<file path="src/design/srb_pkg.sv">
// ----------------------------------------------------------------------------
// srb_pkg
// Shared constants, request codes and control/status types for the sample
// ring buffer.
// ----------------------------------------------------------------------------
package srb_pkg;

    localparam int DEPTH     = 1024;
    localparam int MAX_BURST = 64;

    localparam int PTR_W  = 10;                       // sample store address
    localparam int LEN_W  = 11;                       // ring length, 1..DEPTH
    localparam int CNT_W  = 10;                       // count, offset, fill
    localparam int SMP_W  = 16;                       // sample width
    localparam int ACT_W  = 3;                        // request kind
    localparam int EMIT_W = $clog2(MAX_BURST + 1);    // samples left to emit

    localparam logic [ACT_W-1:0] ACT_WRITE   = 3'd0;
    localparam logic [ACT_W-1:0] ACT_READ    = 3'd1;
    localparam logic [ACT_W-1:0] ACT_PREVIEW = 3'd2;
    localparam logic [ACT_W-1:0] ACT_SKIP    = 3'd3;
    localparam logic [ACT_W-1:0] ACT_CLEAR   = 3'd4;

    // Commands from the controller to the datapath
    typedef struct packed {
        logic accept;       // apply the request on the input ports
        logic step;         // read one sample and load it into the output
        logic step_last;    // the sample read by this step ends the request
    } dp_cmd_t;

    // Status from the datapath to the controller
    typedef struct packed {
        logic              emit;        // request streams samples
        logic              silent;      // request gives no result
        logic [EMIT_W-1:0] emit_count;  // samples to stream
    } dp_stat_t;

endpackage

</file>
<file path="src/design/srb_ctrl.sv">
// ----------------------------------------------------------------------------
// srb_ctrl
// Controller: request handshake, sample streaming sequence and output valid.
// ----------------------------------------------------------------------------
module srb_ctrl
(
    input  logic              clk,
    input  logic              rst_n,
    input  logic              in_valid,
    output logic              in_ready,
    output logic              out_valid,
    input  logic              out_ready,
    input  srb_pkg::dp_stat_t stat,
    output srb_pkg::dp_cmd_t  cmd
);

    typedef enum logic {
        ST_IDLE,
        ST_EMIT
    } state_t;

    state_t                     state_reg;
    logic [srb_pkg::EMIT_W-1:0] left_reg;
    logic                       out_valid_reg;
    logic                       out_free;

    assign out_free = !out_valid_reg || out_ready;
    assign in_ready = (state_reg == ST_IDLE) && out_free;

    always_comb
    begin
        cmd.accept    = in_valid && in_ready;
        cmd.step      = (state_reg == ST_EMIT) && out_free;
        cmd.step_last = (left_reg == srb_pkg::EMIT_W'(1));
    end

    always_ff @(posedge clk or negedge rst_n)
    begin
        if (!rst_n)
        begin
            state_reg     <= ST_IDLE;
            left_reg      <= '0;
            out_valid_reg <= 1'b0;
        end
        else
        begin
            case (state_reg)
                ST_IDLE:
                begin
                    if (cmd.accept)
                    begin
                        if (stat.emit)
                        begin
                            state_reg     <= ST_EMIT;
                            left_reg      <= stat.emit_count;
                            out_valid_reg <= 1'b0;
                        end
                        else
                        begin
                            out_valid_reg <= !stat.silent;
                        end
                    end
                    else if (out_ready)
                    begin
                        out_valid_reg <= 1'b0;
                    end
                end
                ST_EMIT:
                begin
                    if (cmd.step)
                    begin
                        out_valid_reg <= 1'b1;
                        left_reg      <= left_reg - srb_pkg::EMIT_W'(1);
                        if (cmd.step_last)
                        begin
                            state_reg <= ST_IDLE;
                        end
                    end
                end
                default:
                begin
                    state_reg <= ST_IDLE;
                end
            endcase
        end
    end

    assign out_valid = out_valid_reg;

endmodule

</file>
<file path="config.mk">
export PLATFORM = sky130hd
export DESIGN_NAME = srb_ctrl
export DESIGN_NICKNAME = d
export VERILOG_FILES = /design/src/design/srb_pkg.sv /design/src/design/srb_ctrl.sv
export SDC_FILE = /design/constraint.sdc
export NUM_CORES = 1
export LEC_CHECK = 0
export BUFFER_PORTS_ARGS = -buffer_cell sky130_fd_sc_hd__buf_2
export CORE_AREA = 2 2 39 41
export CTS_CLUSTER_DIAMETER = 80
export CTS_CLUSTER_SIZE = 40
export DETAILED_ROUTE_END_ITERATION = 16
export DIE_AREA = 0 0 41 43
export HOLD_SLACK_MARGIN = 0.08
export PLACE_DENSITY_LB_ADDON = 0.05
export SYNTH_ARGS = -nofsm -noshare
export SYNTH_HDL_FRONTEND = slang
export SYNTH_SLANG_ARGS = --single-unit
</file>
<file path="constraint.sdc">
create_clock -name clk -period 1.75 [get_ports clk]
set_clock_uncertainty 0.15 [all_clocks]
set_input_delay 0.0875 -clock clk [delete_from_list [all_inputs] [get_ports clk]]
set_output_delay 0.0875 -clock clk [all_outputs]
set_load 0.02 [all_outputs]
</file>
==> reports/metrics.cfg <==
[status]
status=finished, violations left
violations=negative setup slack

[clock_tree]
clk_latency_ns=0.26
cts_tree=built
clk_pin_slew_ns=0.06
cts-root-buf=clkbuf_4
htreeDepth=1
cts_buffer_depth=2
clock_sink_count=9
cts-buffers-inserted=3

[yosys]
ys_seq_area_frac=0.378
synth_xor_xnor_area_share=0
synth_fa_ha_area_frac=0.0420
yosys.area.top_type_share=0.378
syn_area_um2=596
synth_top_family_by_area=simple AND/OR/NAND/NOR gates
synth_mux_area_frac=0.0168
syn-instance-count=65
yosys_warnings=0
ys_top_cells_by_count=dfrtp_1, nor2_1, a21oi_1, nand2_1
async_flop_share=1.00
synth-main-ff-cell=dfrtp_1
synth_edf_count=0
synth-simple-area-share=0.256
synth.most_common_cell=dfrtp_1
yosysUniqueCellTypes=29
ys_seq_elements=9
synth.largest_area_cell=dfrtp_1
synth_top_cells_by_area=dfrtp_1, o22a_1, buf_6, a21oi_1, nor2_1
synth_nets=80
synth-compound-area-share=0.225
syn_area_per_cell_um2=9.16

[setup_path]
required_ns=1.51
crit_fanout=2
r2r_cells=6
r2r_slack_ns=0.11
critPathKind=reg2out
worstSetupStartpointType=register
reg2reg_to=left_reg[4]$_DFFE_PN0P_
arrival_ns=1.57
endpoint_kind=output port
r2r_start=left_reg[1]$_DFFE_PN0P_

[floorplan]
die_h_um=43
ios=18
core_um2=1380
start_util=0.430
fp.dieW_um=41
dieArea_um2=1760
num_rows=14

[pwr]
max-vdd-ir-drop_v=0.000544
leakage_nw=0.376
p_per_area_nw_per_um2=1000

[routing]
drc=0
num_vias=587
first_pass_iters=2
drtIter0Drc=2
ant_nets=0
wl_mm=1.39
routedWlPerCell_um=12.2
viasPerCell=5.15

[place]
dpl.cell_count=100
port_buffers=17
gp_congestion=0.669
dp_hpwl_um=980

[final_layout]
syn_to_final_growth_pct=45.0
largest_reg_flops=7
nets=114
antenna_cells=0
utilization=0.624
final_cells=114
drive_above_1_share=0.388

[worst_hold_path]
hp-class=in2reg
hold_end=left_reg[2]$_DFFE_PN0P_
holdPathStages=4
hold_path_startpoint=stat[2]

[timing]
worstMarginPinSlew_ns=0.420
setup_viol=1
fin_crit_ns=1.81
finalCritPeriodShare=1.04
timing.final.ws_setup_ns=-0.0623
slew_headroom=0.719
setup_tns_ns=-0.0623
timing.fmax_mhz=552
hold_viol_final=0
drv_slew=0
rsz0062_at_grt=true

[grt]
antenna_found_initial=0
overflow=0
track_usage=0.197
grt_max_degree=20
grt_pass1_vias=560
grt_pass1_wl_mm=2.29

[job]
cap_violations=0

stage by stage:
step | total power (W) | area, µm² | hold slack, ns | setup WS, ns
2_1_floorplan | 0.000518 | 596 | -0.358 | 0.148
3_3_place_gp | 0.000629 | 704 | -0.192 | 0.102
3_5_place_dp | 0.000642 | 704 | -0.195 | 0.0480
4_1_cts | 0.000838 | 835 | 0.0890 | -0.0580
5_1_grt | 0.000951 | 863 | 0.126 | -0.0973
6_report | 0.000866 | 863 | 0.0894 | -0.0623
where the power goes:
part,switching (W),internal [W],leakage (nW)
clock network,0.0000740,0.0000880,0.0150
logic,0.000179,0.000207,0.268
registers,0.0000426,0.000276,0.0933
total,0.000295,0.000570,0.376
layout make-up:
class	instances	area [µm²]
Fill cell	126	520
Timing Repair Buffer	32	230
Multi-Input combinational cell	49	347
Sequential cell	9	225
Tap cell	16	20.0
Inverter	4	15.0
Clock buffer	4	26.3
worst max-delay path by stage:
stage	from	endpoint	cells after the start
floorplan	left_reg[0]$_DFFE_PN0P_	left_reg[4]$_DFFE_PN0P_	6
global placement	left_reg[1]$_DFFE_PN0P_	left_reg[4]$_DFFE_PN0P_	6
detailed placement	left_reg[1]$_DFFE_PN0P_	left_reg[4]$_DFFE_PN0P_	6
CTS	left_reg[4]$_DFFE_PN0P_	cmd[0]	4
global route	left_reg[2]$_DFFE_PN0P_	cmd[0]	4
finish	left_reg[4]$_DFFE_PN0P_	cmd[0]	4
placed cells by master (no fill, tap or decap), drive strengths merged:
cell	instances
dlygate4sd3	9
a31oi	2
mux2i	1
dfrtp	9
nor2	8
nor2b	1
nand2	5
and2	4
a41oi	1
or3	2
nand3	2
o31ai	1
nor3	1
a21oi	7
clkbuf	4
o21ai	2
nand2b	1
o22a	5
and2b	1
inv	4
nand4	1
or4	1
ha	2
buf	23
o211ai	1
worst max-delay path, stage by stage (launching register included):
cell and delay (ns):
dfrtp_1 0.39, or4_4 0.54, nor2_4 0.10, and2_4 0.16
buf_6 0.11
what timing repair did:
action | 4_1_cts | 5_1_grt
gates resized for setup | 2 | 6
pin swaps | 1 | 0
setup buffers | 1 | 0
endpoints found under the setup margin | 1 | 5
gates cloned | 0 | 0
hold endpoints to repair | 15 | 0
hold buffers | 9 | 0
routing by layer:
| layer | share of wire | up-vias | global-route usage |
|---|---|---|---|
| li1 | - | 296 | - |
| met5 | 0 | - | 0 |
| met1 | 0.43 | 272 | 0.225 |
| met2 | 0.52 | 17 | 0.322 |
| met3 | 0.046 | 2 | 0.0471 |
| met4 | 0.0079 | 0 | 0.100 |
logic make-up (layout without fill, tap and decap cells):
| group | count (synthesis) | in the layout |
|---|---|---|
| flops | 9 | 9 |
| fa+ha+maj | 2 | 2 |
| simple gates | 27 | 27 |
| compound gates | 19 | 19 |
| buf+inv | 7 | 40 |
| mux | 1 | 1 |
Power figures use the tool's default switching activity.
